===== src/design/gpg_pkg.sv =====
`timescale 1ns / 1ps
`default_nettype none
package gpg_pkg;

   localparam int MAX_DIM = 4096;
   localparam int DIM_W = 13;
   localparam int CNT_W = 12;
   localparam int COLOR_W = 24;
   localparam int QUEUE_DEPTH = 4;

   localparam logic [2:0] REG_MODE = 3'd0;
   localparam logic [2:0] REG_WIDTH = 3'd1;
   localparam logic [2:0] REG_HEIGHT = 3'd2;
   localparam logic [2:0] REG_START = 3'd3;
   localparam logic [2:0] REG_TARGET = 3'd4;

   localparam logic [1:0] MODE_ROW = 2'd0;
   localparam logic [1:0] MODE_COLUMN = 2'd1;
   localparam logic [1:0] MODE_DIAGONAL = 2'd2;

   typedef struct packed {
      logic [1:0] mode;
      logic [DIM_W-1:0] frame_width;
      logic [DIM_W-1:0] frame_height;
      logic [COLOR_W-1:0] start_color;
      logic [COLOR_W-1:0] target_color;
   } cfg_type;

   typedef struct packed {
      logic [CNT_W-1:0] column;
      logic [CNT_W-1:0] row;
      logic row_end;
      logic [1:0] pad_bytes;
      logic frame_end;
   } entry_type;

   // A zero size counts as one and anything above the maximum as the maximum.
   function automatic logic [DIM_W-1:0] clamp_dim(input logic [DIM_W-1:0] v);
      logic [DIM_W-1:0] r;
      r = v;
      if (v == '0) begin
         r = DIM_W'(1);
      end else if (v > DIM_W'(MAX_DIM)) begin
         r = DIM_W'(MAX_DIM);
      end
      return r;
   endfunction

endpackage
`default_nettype wire


===== src/design/gradient_pattern_generator.sv =====
`timescale 1ns / 1ps
`default_nettype none
// Raster linear-gradient test pattern generator. Each accepted request word
// yields one response word holding the next pixel of a frame_width by
// frame_height frame in row order, as blue, green and red bytes, with row_end,
// frame_end and the 24-bit BMP row padding count at each row end. Setting
// req_restart restarts the frame at row 0 column 0 for that pixel. The front
// end advances the column and row counters and places the word in a
// four-entry queue, so requests are taken in single cycles until the queue
// fills. The back end computes each channel exactly, one multiply per step,
// with a restoring divider yielding one quotient bit per cycle, and finishes
// a word before it pops the next; a word is quickest for the unused mode or
// saturated channels, slowest with eight divide steps on all three channels.
// Configuration registers are written through csr_we, csr_index and csr_wdata
// only while the block is idle, a rule for the user that it does not enforce.
module gradient_pattern_generator import gpg_pkg::*; (
   input wire logic clock,
   input wire logic reset,
   input wire logic csr_we,
   input wire logic [2:0] csr_index,
   input wire logic [COLOR_W-1:0] csr_wdata,
   input wire logic req_valid,
   output logic req_ready,
   input wire logic req_restart,
   output logic rsp_valid,
   input wire logic rsp_ready,
   output logic [7:0] rsp_blue,
   output logic [7:0] rsp_green,
   output logic [7:0] rsp_red,
   output logic rsp_row_end,
   output logic [1:0] rsp_pad_bytes,
   output logic rsp_frame_end
);

   cfg_type cfg_ff;
   logic push, pop, queue_full, queue_empty;
   entry_type push_entry, head;

   // Configuration registers; writes to unused indexes are ignored.
   always_ff @(posedge clock) begin
      if (reset) begin
         cfg_ff.mode <= MODE_COLUMN;
         cfg_ff.frame_width <= DIM_W'(512);
         cfg_ff.frame_height <= DIM_W'(512);
         cfg_ff.start_color <= 24'hFFC800;
         cfg_ff.target_color <= 24'h6400FF;
      end else if (csr_we) begin
         case (csr_index)
            REG_MODE: cfg_ff.mode <= csr_wdata[1:0];
            REG_WIDTH: cfg_ff.frame_width <= csr_wdata[DIM_W-1:0];
            REG_HEIGHT: cfg_ff.frame_height <= csr_wdata[DIM_W-1:0];
            REG_START: cfg_ff.start_color <= csr_wdata;
            REG_TARGET: cfg_ff.target_color <= csr_wdata;
            default: begin
            end
         endcase
      end
   end

   gpg_front u_front (
      .clock(clock),
      .reset(reset),
      .cfg(cfg_ff),
      .req_valid(req_valid),
      .req_restart(req_restart),
      .queue_full(queue_full),
      .req_ready(req_ready),
      .push(push),
      .push_entry(push_entry)
   );

   gpg_queue u_queue (
      .clock(clock),
      .reset(reset),
      .push(push),
      .push_entry(push_entry),
      .pop(pop),
      .full(queue_full),
      .empty(queue_empty),
      .head(head)
   );

   gpg_back u_back (
      .clock(clock),
      .reset(reset),
      .cfg(cfg_ff),
      .queue_empty(queue_empty),
      .head(head),
      .pop(pop),
      .rsp_ready(rsp_ready),
      .rsp_valid(rsp_valid),
      .rsp_blue(rsp_blue),
      .rsp_green(rsp_green),
      .rsp_red(rsp_red),
      .rsp_row_end(rsp_row_end),
      .rsp_pad_bytes(rsp_pad_bytes),
      .rsp_frame_end(rsp_frame_end)
   );

endmodule
`default_nettype wire


===== src/design/gpg_front.sv =====
`timescale 1ns / 1ps
`default_nettype none
module gpg_front import gpg_pkg::*; (
   input wire logic clock,
   input wire logic reset,
   input wire cfg_type cfg,
   input wire logic req_valid,
   input wire logic req_restart,
   input wire logic queue_full,
   output logic req_ready,
   output logic push,
   output entry_type push_entry
);

   logic [CNT_W-1:0] column_ff, column_in;
   logic [CNT_W-1:0] row_ff, row_in;
   logic [CNT_W-1:0] x, y;
   logic [DIM_W-1:0] w, h;
   logic [1:0] w3;

   assign req_ready = !queue_full;
   assign push = req_valid && !queue_full;

   always_comb begin
      w = clamp_dim(cfg.frame_width);
      h = clamp_dim(cfg.frame_height);
      x = req_restart ? '0 : column_ff;
      y = req_restart ? '0 : row_ff;
      w3 = 2'(2'(w[1:0]) + 2'({w[1:0], 1'b0}));
      push_entry.column = x;
      push_entry.row = y;
      push_entry.row_end = {1'b0, x} >= (w - DIM_W'(1));
      push_entry.frame_end = push_entry.row_end && ({1'b0, y} >= (h - DIM_W'(1)));
      push_entry.pad_bytes = push_entry.row_end ? 2'(2'd0 - w3) : 2'd0;
      column_in = push_entry.row_end ? '0 : CNT_W'(x + CNT_W'(1));
      row_in = y;
      if (push_entry.row_end) begin
         row_in = push_entry.frame_end ? '0 : CNT_W'(y + CNT_W'(1));
      end
   end

   always_ff @(posedge clock) begin
      if (reset) begin
         column_ff <= '0;
         row_ff <= '0;
      end else if (push) begin
         column_ff <= column_in;
         row_ff <= row_in;
      end
   end

endmodule
`default_nettype wire


===== src/design/gpg_queue.sv =====
`timescale 1ns / 1ps
`default_nettype none
module gpg_queue import gpg_pkg::*; (
   input wire logic clock,
   input wire logic reset,
   input wire logic push,
   input wire entry_type push_entry,
   input wire logic pop,
   output logic full,
   output logic empty,
   output entry_type head
);

   localparam int PTR_W = $clog2(QUEUE_DEPTH);

   entry_type slot_ff [QUEUE_DEPTH];
   logic [PTR_W-1:0] wr_ff, rd_ff;
   logic [PTR_W:0] count_ff;

   assign full = count_ff == (PTR_W+1)'(QUEUE_DEPTH);
   assign empty = count_ff == '0;
   assign head = slot_ff[rd_ff];

   always_ff @(posedge clock) begin
      if (push) begin
         slot_ff[wr_ff] <= push_entry;
      end
   end

   always_ff @(posedge clock) begin
      if (reset) begin
         wr_ff <= '0;
         rd_ff <= '0;
         count_ff <= '0;
      end else begin
         if (push) begin
            wr_ff <= PTR_W'(wr_ff + PTR_W'(1));
         end
         if (pop) begin
            rd_ff <= PTR_W'(rd_ff + PTR_W'(1));
         end
         if (push && !pop) begin
            count_ff <= (PTR_W+1)'(count_ff + 1'b1);
         end else if (pop && !push) begin
            count_ff <= (PTR_W+1)'(count_ff - 1'b1);
         end
      end
   end

`ifndef NO_ASSERTIONS
   a_no_overflow: assert property (@(posedge clock) disable iff (reset)
      count_ff <= (PTR_W+1)'(QUEUE_DEPTH)) else $error("queue count past depth");
   a_pop_not_empty: assert property (@(posedge clock) disable iff (reset)
      pop |-> !empty) else $error("pop from empty queue");
   a_push_not_full: assert property (@(posedge clock) disable iff (reset)
      push |-> !full) else $error("push into full queue");
`endif

endmodule
`default_nettype wire


===== src/design/gpg_back.sv =====
`timescale 1ns / 1ps
`default_nettype none
module gpg_back import gpg_pkg::*; (
   input wire logic clock,
   input wire logic reset,
   input wire cfg_type cfg,
   input wire logic queue_empty,
   input wire entry_type head,
   output logic pop,
   input wire logic rsp_ready,
   output logic rsp_valid,
   output logic [7:0] rsp_blue,
   output logic [7:0] rsp_green,
   output logic [7:0] rsp_red,
   output logic rsp_row_end,
   output logic [1:0] rsp_pad_bytes,
   output logic rsp_frame_end
);

   typedef enum logic [3:0] {
      B_IDLE, B_HW, B_YW, B_XH, B_SEL, B_MUL1, B_MUL2, B_SUB, B_DIV, B_OUT
   } state_type;

   state_type state_ff;
   entry_type item_ff;
   logic [1:0] ch_ff;
   logic [2:0] bit_ff;
   logic [24:0] hw_ff, yw_ff, xh_ff, den_ff;
   logic [25:0] v_ff;
   logic [32:0] sd_ff, rem_ff;
   logic signed [35:0] dp_ff;
   logic [7:0] q_ff, blue_ff, green_ff, red_ff;
   logic valid_ff;
   // Response register; it holds a word steady while the next one is computed.
   logic [7:0] out_blue_ff, out_green_ff, out_red_ff;
   entry_type out_item_ff;

   logic [DIM_W-1:0] w, h;
   logic [7:0] s, t;
   logic signed [8:0] delta, d2, k;
   logic signed [35:0] n;
   logic [32:0] cmp_in;
   logic [35:0] top_in;

   always_comb begin
      w = clamp_dim(cfg.frame_width);
      h = clamp_dim(cfg.frame_height);
      s = 8'(cfg.start_color >> {ch_ff, 3'b000});
      t = 8'(cfg.target_color >> {ch_ff, 3'b000});
      delta = $signed({1'b0, s}) - $signed({1'b0, t});
      // Arithmetic shift rounds down, so odd negative deltas are bumped first to halve toward zero.
      d2 = (delta + $signed({8'd0, delta[8]})) >>> 1;
      k = (cfg.mode == MODE_DIAGONAL) ? d2 : delta;
      n = $signed({3'b000, sd_ff}) - dp_ff;
      cmp_in = 33'(den_ff) << bit_ff;
      top_in = {3'b000, den_ff, 8'd0};
   end

   assign pop = (state_ff == B_IDLE) && !queue_empty;
   assign rsp_valid = valid_ff;
   assign rsp_blue = out_blue_ff;
   assign rsp_green = out_green_ff;
   assign rsp_red = out_red_ff;
   assign rsp_row_end = out_item_ff.row_end;
   assign rsp_pad_bytes = out_item_ff.pad_bytes;
   assign rsp_frame_end = out_item_ff.frame_end;

   always_ff @(posedge clock) begin
      if (reset) begin
         state_ff <= B_IDLE;
         valid_ff <= 1'b0;
      end else begin
         if (valid_ff && rsp_ready && state_ff != B_OUT) begin
            valid_ff <= 1'b0;
         end
         case (state_ff)
            B_IDLE: begin
               if (!queue_empty) begin
                  state_ff <= B_HW;
               end
            end
            B_HW: state_ff <= B_YW;
            B_YW: state_ff <= B_XH;
            B_XH: state_ff <= B_SEL;
            B_SEL: state_ff <= B_MUL1;
            B_MUL1: state_ff <= B_MUL2;
            B_MUL2: state_ff <= B_SUB;
            B_SUB: begin
               if (cfg.mode != MODE_ROW && cfg.mode != MODE_COLUMN
                   && cfg.mode != MODE_DIAGONAL) begin
                  state_ff <= (ch_ff == 2'd2) ? B_OUT : B_MUL1;
               end else if (n < 0 || $unsigned(n) >= top_in) begin
                  state_ff <= (ch_ff == 2'd2) ? B_OUT : B_MUL1;
               end else begin
                  state_ff <= B_DIV;
               end
            end
            B_DIV: begin
               if (bit_ff == 3'd0) begin
                  state_ff <= (ch_ff == 2'd2) ? B_OUT : B_MUL1;
               end
            end
            B_OUT: begin
               if (!valid_ff || rsp_ready) begin
                  valid_ff <= 1'b1;
                  state_ff <= B_IDLE;
               end
            end
            default: state_ff <= B_IDLE;
         endcase
      end
   end

   // Datapath registers; one multiply per step, one quotient bit per divide step.
   always_ff @(posedge clock) begin
      case (state_ff)
         B_IDLE: begin
            if (!queue_empty) begin
               item_ff <= head;
            end
            ch_ff <= 2'd0;
         end
         B_HW: hw_ff <= 25'(h) * 25'(w);
         B_YW: yw_ff <= 25'(item_ff.row) * 25'(w);
         B_XH: xh_ff <= 25'(item_ff.column) * 25'(h);
         B_SEL: begin
            case (cfg.mode)
               MODE_ROW: begin
                  den_ff <= 25'(h);
                  v_ff <= 26'(item_ff.row);
               end
               MODE_DIAGONAL: begin
                  den_ff <= hw_ff;
                  v_ff <= 26'(yw_ff) + 26'(xh_ff);
               end
               default: begin
                  den_ff <= 25'(w);
                  v_ff <= 26'(item_ff.column);
               end
            endcase
         end
         B_MUL1: sd_ff <= 33'(s) * 33'(den_ff);
         B_MUL2: dp_ff <= 36'(k) * 36'($signed({1'b0, v_ff}));
         B_SUB: begin
            q_ff <= 8'd0;
            bit_ff <= 3'd7;
            rem_ff <= n[32:0];
            if (cfg.mode != MODE_ROW && cfg.mode != MODE_COLUMN
                && cfg.mode != MODE_DIAGONAL) begin
               ch_ff <= 2'(ch_ff + 2'd1);
               case (ch_ff)
                  2'd0: blue_ff <= s;
                  2'd1: green_ff <= s;
                  default: red_ff <= s;
               endcase
            end else if (n < 0 || $unsigned(n) >= top_in) begin
               ch_ff <= 2'(ch_ff + 2'd1);
               case (ch_ff)
                  2'd0: blue_ff <= (n < 0) ? 8'd0 : 8'd255;
                  2'd1: green_ff <= (n < 0) ? 8'd0 : 8'd255;
                  default: red_ff <= (n < 0) ? 8'd0 : 8'd255;
               endcase
            end
         end
         B_DIV: begin
            bit_ff <= 3'(bit_ff - 3'd1);
            if (rem_ff >= cmp_in) begin
               rem_ff <= rem_ff - cmp_in;
               q_ff[bit_ff] <= 1'b1;
            end
            if (bit_ff == 3'd0) begin
               ch_ff <= 2'(ch_ff + 2'd1);
               case (ch_ff)
                  2'd0: blue_ff <= {q_ff[7:1], rem_ff >= cmp_in};
                  2'd1: green_ff <= {q_ff[7:1], rem_ff >= cmp_in};
                  default: red_ff <= {q_ff[7:1], rem_ff >= cmp_in};
               endcase
            end
         end
         B_OUT: begin
            if (!valid_ff || rsp_ready) begin
               out_blue_ff <= blue_ff;
               out_green_ff <= green_ff;
               out_red_ff <= red_ff;
               out_item_ff <= item_ff;
            end
         end
         default: begin
         end
      endcase
   end

`ifndef NO_ASSERTIONS
   a_pop_idle: assert property (@(posedge clock) disable iff (reset)
      pop |=> state_ff == B_HW) else $error("pop did not start work");
   a_out_channels: assert property (@(posedge clock) disable iff (reset)
      state_ff == B_OUT |-> ch_ff == 2'd3) else $error("word ended early");
   a_valid_from_out: assert property (@(posedge clock) disable iff (reset)
      $rose(valid_ff) |-> $past(state_ff) == B_OUT) else $error("stray result");
`endif

endmodule
`default_nettype wire


===== config.mk =====
export PLATFORM = sky130hd
export DESIGN_NAME = gradient_pattern_generator
export DESIGN_NICKNAME = d
export VERILOG_FILES = /design/src/design/gpg_pkg.sv /design/src/design/gradient_pattern_generator.sv /design/src/design/gpg_front.sv /design/src/design/gpg_queue.sv /design/src/design/gpg_back.sv
export SDC_FILE = /design/constraint.sdc
export NUM_CORES = 2
export LEC_CHECK = 0
export BUFFER_PORTS_ARGS = -buffer_cell sky130_fd_sc_hd__buf_2
export CAP_MARGIN = 10
export CORE_MARGIN = 2
export CORE_UTILIZATION = 55
export DETAILED_ROUTE_END_ITERATION = 6
export PLACE_DENSITY = 0.84
export SKIP_CTS_REPAIR_TIMING = 1
export SLEW_MARGIN = 30
export SYNTH_ARGS = -nofsm -noshare
export SYNTH_HDL_FRONTEND = slang
export SYNTH_SLANG_ARGS = --single-unit

===== constraint.sdc =====
create_clock -name clock -period 8.65 [get_ports clock]
set_input_delay 0.865 -clock clock [delete_from_list [all_inputs] [get_ports clock]]
set_output_delay 0.865 -clock clock [all_outputs]
set_load 0.005 [all_outputs]

==> metrics.txt <==
# TYPE chip_impl_metric gauge
chip_impl_info{name="run_status",value="finished, final reports clean"} 1
chip_impl_metric{name="fin_cells",unit=""} 7141
chip_impl_metric{name="ys_seq_area_share",unit="%"} 27.3
chip_impl_metric{name="synth-adder-area-share",unit="%"} 34.6
chip_impl_metric{name="max_slew_margin",unit="%"} 35.8
chip_impl_metric{name="postSynth.asyncResetShare",unit="%"} 0
chip_impl_info{name="hold_class",value="reg -> reg"} 1
chip_impl_metric{name="finalCoreUtilization",unit="%"} 60.1
chip_impl_metric{name="timing.critical_path.slowest_cell_delay",unit="ns"} 0.51
chip_impl_info{name="crit_path_category",value="reg -> reg"} 1
chip_impl_metric{name="core-area",unit="mm2"} 0.100
chip_impl_metric{name="yosys.area_share.simple",unit="%"} 16.2
chip_impl_metric{name="final_area",unit="mm2"} 0.0603
chip_impl_metric{name="netlist-cell-type-count",unit=""} 81
chip_impl_info{name="synth_area_leaders",value="fa_1, edfxtp_1, ha_1, nand2_1, inv_1"} 1
chip_impl_metric{name="post-route-drc-count",unit=""} 0
chip_impl_metric{name="fin_setup_tns",unit="ns"} 0
chip_impl_metric{name="die-area",unit="mm2"} 0.104
chip_impl_metric{name="drt_first_pass_iters",unit=""} 7
chip_impl_metric{name="number_of_placed_instances_with_taps_included",unit=""} 7020
chip_impl_metric{name="synth_xor_xnor_area_share",unit="%"} 3.33
chip_impl_metric{name="finalHoldViolCount",unit=""} 0
chip_impl_metric{name="h-tree-depth",unit=""} 2
chip_impl_metric{name="drtIter0Drc",unit=""} 4558
chip_impl_metric{name="start_util",unit="%"} 55.5
chip_impl_info{name="setup_crit_start_kind",value="register"} 1
chip_impl_metric{name="fin_skew",unit="ns"} 0.0645
chip_impl_info{name="synth.most_common_cell",value="nand2_1"} 1
chip_impl_metric{name="clock_sink_count",unit=""} 544
chip_impl_metric{name="placement.cell_area",unit="mm2"} 0.0579
chip_impl_metric{name="netlist.area_leader.share",unit="%"} 23.4
chip_impl_metric{name="synth.ff_latch_count",unit=""} 544
chip_impl_info{name="cts_root_buffer",value="clkbuf_16"} 1
chip_impl_info{name="cts_tree",value="done"} 1
chip_impl_metric{name="critPathArrivalTime",unit="ns"} 8.87
chip_impl_metric{name="layout-drive-gt1-share",unit="%"} 7.97
chip_impl_metric{name="die-height",unit="um"} 322
chip_impl_metric{name="antenna_cells",unit=""} 0
chip_impl_metric{name="die_w",unit="um"} 322
chip_impl_metric{name="finalWirelength",unit="um"} 147000
chip_impl_metric{name="grt.overflow.total",unit=""} 0
chip_impl_metric{name="timing_worst_slew_pin_value",unit="ns"} 0.956
chip_impl_metric{name="track_usage",unit="%"} 28.6
chip_impl_metric{name="edff_count_synth",unit=""} 432
chip_impl_metric{name="tritoncts.num_buffers",unit=""} 57
chip_impl_metric{name="filler_cell_count",unit=""} 7848
chip_impl_metric{name="maxCapViolCount",unit=""} 0
chip_impl_info{name="synth_top_area_cell",value="fa_1"} 1
chip_impl_metric{name="area_fraction_in_compound_gates_after_synthesis",unit="%"} 9.01
chip_impl_metric{name="post-dp-hpwl",unit="um"} 113000
chip_impl_metric{name="grt_antenna_before_repair",unit=""} 0
chip_impl_metric{name="syn_nets",unit=""} 6914
chip_impl_metric{name="route.antenna.remaining_nets",unit=""} 0
chip_impl_info{name="synth-main-ff-cell",value="edfxtp_1"} 1
chip_impl_metric{name="ctsLongestPathBuffers",unit=""} 3
chip_impl_metric{name="via_count",unit=""} 42600
chip_impl_metric{name="io_buffers",unit=""} 62
chip_impl_metric{name="number_of_global_route_vias_before_repair",unit=""} 43700
chip_impl_metric{name="routed_wire_length_per_instance",unit="um"} 20.6
chip_impl_metric{name="yosys_warnings",unit=""} 0
chip_impl_metric{name="clock.fmax",unit="MHz"} 118
chip_impl_metric{name="worst_skew_pair.late_latency",unit="ns"} 0.70
chip_impl_metric{name="final-seq-area",unit="mm2"} 0.0152
chip_impl_metric{name="synth.avg_cell_area",unit="um2"} 9.72
chip_impl_metric{name="cts.clk_slew.worst_paths",unit="ns"} 0.06
chip_impl_metric{name="synth.area.mux_share",unit="%"} 2.82
chip_impl_info{name="critical_path.endpoint_type",value="register"} 1
chip_impl_metric{name="layout_worst_path_cycle_share",unit="%"} 97.6
chip_impl_metric{name="grt_pass1_wl",unit="um"} 233000
chip_impl_metric{name="post-route-min-period",unit="ns"} 8.44
chip_impl_info{name="post_synth_most_frequent_cells",value="nand2_1, inv_1, fa_1, ha_1, edfxtp_1"} 1
chip_impl_metric{name="maximum_number_of_pins_on_one_net_before_global_route_repair",unit=""} 79
chip_impl_metric{name="worst_path_required",unit="ns"} 9.08
chip_impl_metric{name="area_taken_by_multi_input_logic_gates",unit="mm2"} 0.0371
chip_impl_metric{name="number_of_top_level_design_ports",unit=""} 63
chip_impl_metric{name="cp_max_fo",unit=""} 10
chip_impl_metric{name="timing_max_transition_violations_final",unit=""} 0
chip_impl_info{name="crit_path_top_delay_cell",value="fa_1"} 1
chip_impl_metric{name="finalNetCount",unit=""} 6918
chip_impl_metric{name="setup_viol",unit=""} 0
chip_impl_metric{name="rows",unit=""} 116
chip_impl_metric{name="vias_per_cell",unit=""} 5.97
chip_impl_metric{name="syn_area",unit="mm2"} 0.0557
chip_impl_metric{name="syn2layout_area_growth",unit="%"} 8.22
chip_impl_metric{name="gate_count_post_synth",unit=""} 5731
chip_impl_metric{name="routabilityCongestion",unit=""} 0.978
chip_impl_info{name="synth_top_family_by_area",value="adder cells"} 1
-- area by class of cell --
cell class | count | share of cell area [%]
Multi-Input combinational cell | 4197 | 61.6
Clock buffer | 72 | 2.56
Inverter | 733 | 4.57
Tap cell | 1357 | 2.82
Timing Repair Buffer | 202 | 2.36
Clock inverter | 36 | 0.810
Sequential cell | 544 | 25.3
-- cells by family (layout without fill, tap and decap cells) --
family | Yosys count | in the layout
AND/OR/NAND/NOR | 1919 | 1919
adder cells (fa/ha/maj) | 1150 | 1150
buffers and inverters | 990 | 1043
AO/OA/AOI/OAI | 811 | 811
flip-flops | 544 | 544
XOR/XNOR | 212 | 212
multiplexers | 105 | 105
-- cell usage in the layout, fill, tap and decap left out, types with 13 or more instances in the layout --
cell and instances:
nand2b_1 62, a21oi_1 289, nor2_1 292, o21a_1 26, nor3_1 54, clkbuf_16 58, o31ai_1 13, nand4_1 23
nand3_1 73, and3_1 39, a211oi_1 28, a31oi_1 29, or2_2 20, nand2_1 863, o21bai_1 21, and2_1 278
xor2_1 74, mux2i_1 59, xnor2_1 137, nor2b_1 105, a21o_1 102, o21ai_1 13, dfxtp_1 107, or3_1 19
nand3b_1 16, fa_1 649, buf_4 129, mux4_2 41, buf_2 62, o21ai_0 150, ha_1 490, inv_1 728
edfxtp_1 432
-- metrics by stage --
step	hold slack [ns]	setup slack, ns
2_1_floorplan	0.400	0.0317
3_3_place_gp	0.401	0.0134
3_5_place_dp	0.405	-0.261
4_1_cts	0.413	-0.285
5_1_grt	0.426	-0.179
6_report	0.413	0.208
-- worst max-delay path, delay by kind of cell, from the launching register on --
kind / cells / cell delay [ns]
AO/OA/AOI/OAI: 16 / 2.36
adder cells (fa/ha/maj): 9 / 3.14
buffers and inverters: 5 / 0.67
flip-flops: 1 / 0.50
multiplexers: 1 / 0.31
AND/OR/NAND/NOR: 9 / 1.18
-- flip-flops by register name (all words and copies together), names as in the netlist, 26 cells and up --
name,flops
u_back.dp_ff,36
u_back.v_ff,26
u_back.sd_ff,33
u_back.rem_ff,33
u_back.item_ff,28
cfg_ff,76
u_queue.slot_ff,112
-- routing by layer --
metal	global-route usage (%)	wire length [um]	part of all wire [%]
met5	0	0	0
met4	13.7	8050	5.5
met2	46.4	67500	46
met3	5.10	15100	10
met1	37.2	56100	38
-- worst paths after layout --
check,start,endpoint,slack (ns),depth (start not counted)
max,u_back.ch_ff[0]$_SDFFCE_PN0P_,u_back.dp_ff[35]$_DFFE_PP_,0.21,40
min,u_back.blue_ff[6]$_DFFE_PP_,u_back.rsp_blue[6]$_DFFE_PP_,0.41,0
max reg2reg,u_back.ch_ff[0]$_SDFFCE_PN0P_,u_back.dp_ff[35]$_DFFE_PP_,0.21,40
min reg2reg,u_back.blue_ff[6]$_DFFE_PP_,u_back.rsp_blue[6]$_DFFE_PP_,0.41,0
Power is not shown: default switching activity piles up to over one toggle a cycle in this logic, so the estimate is an artifact.
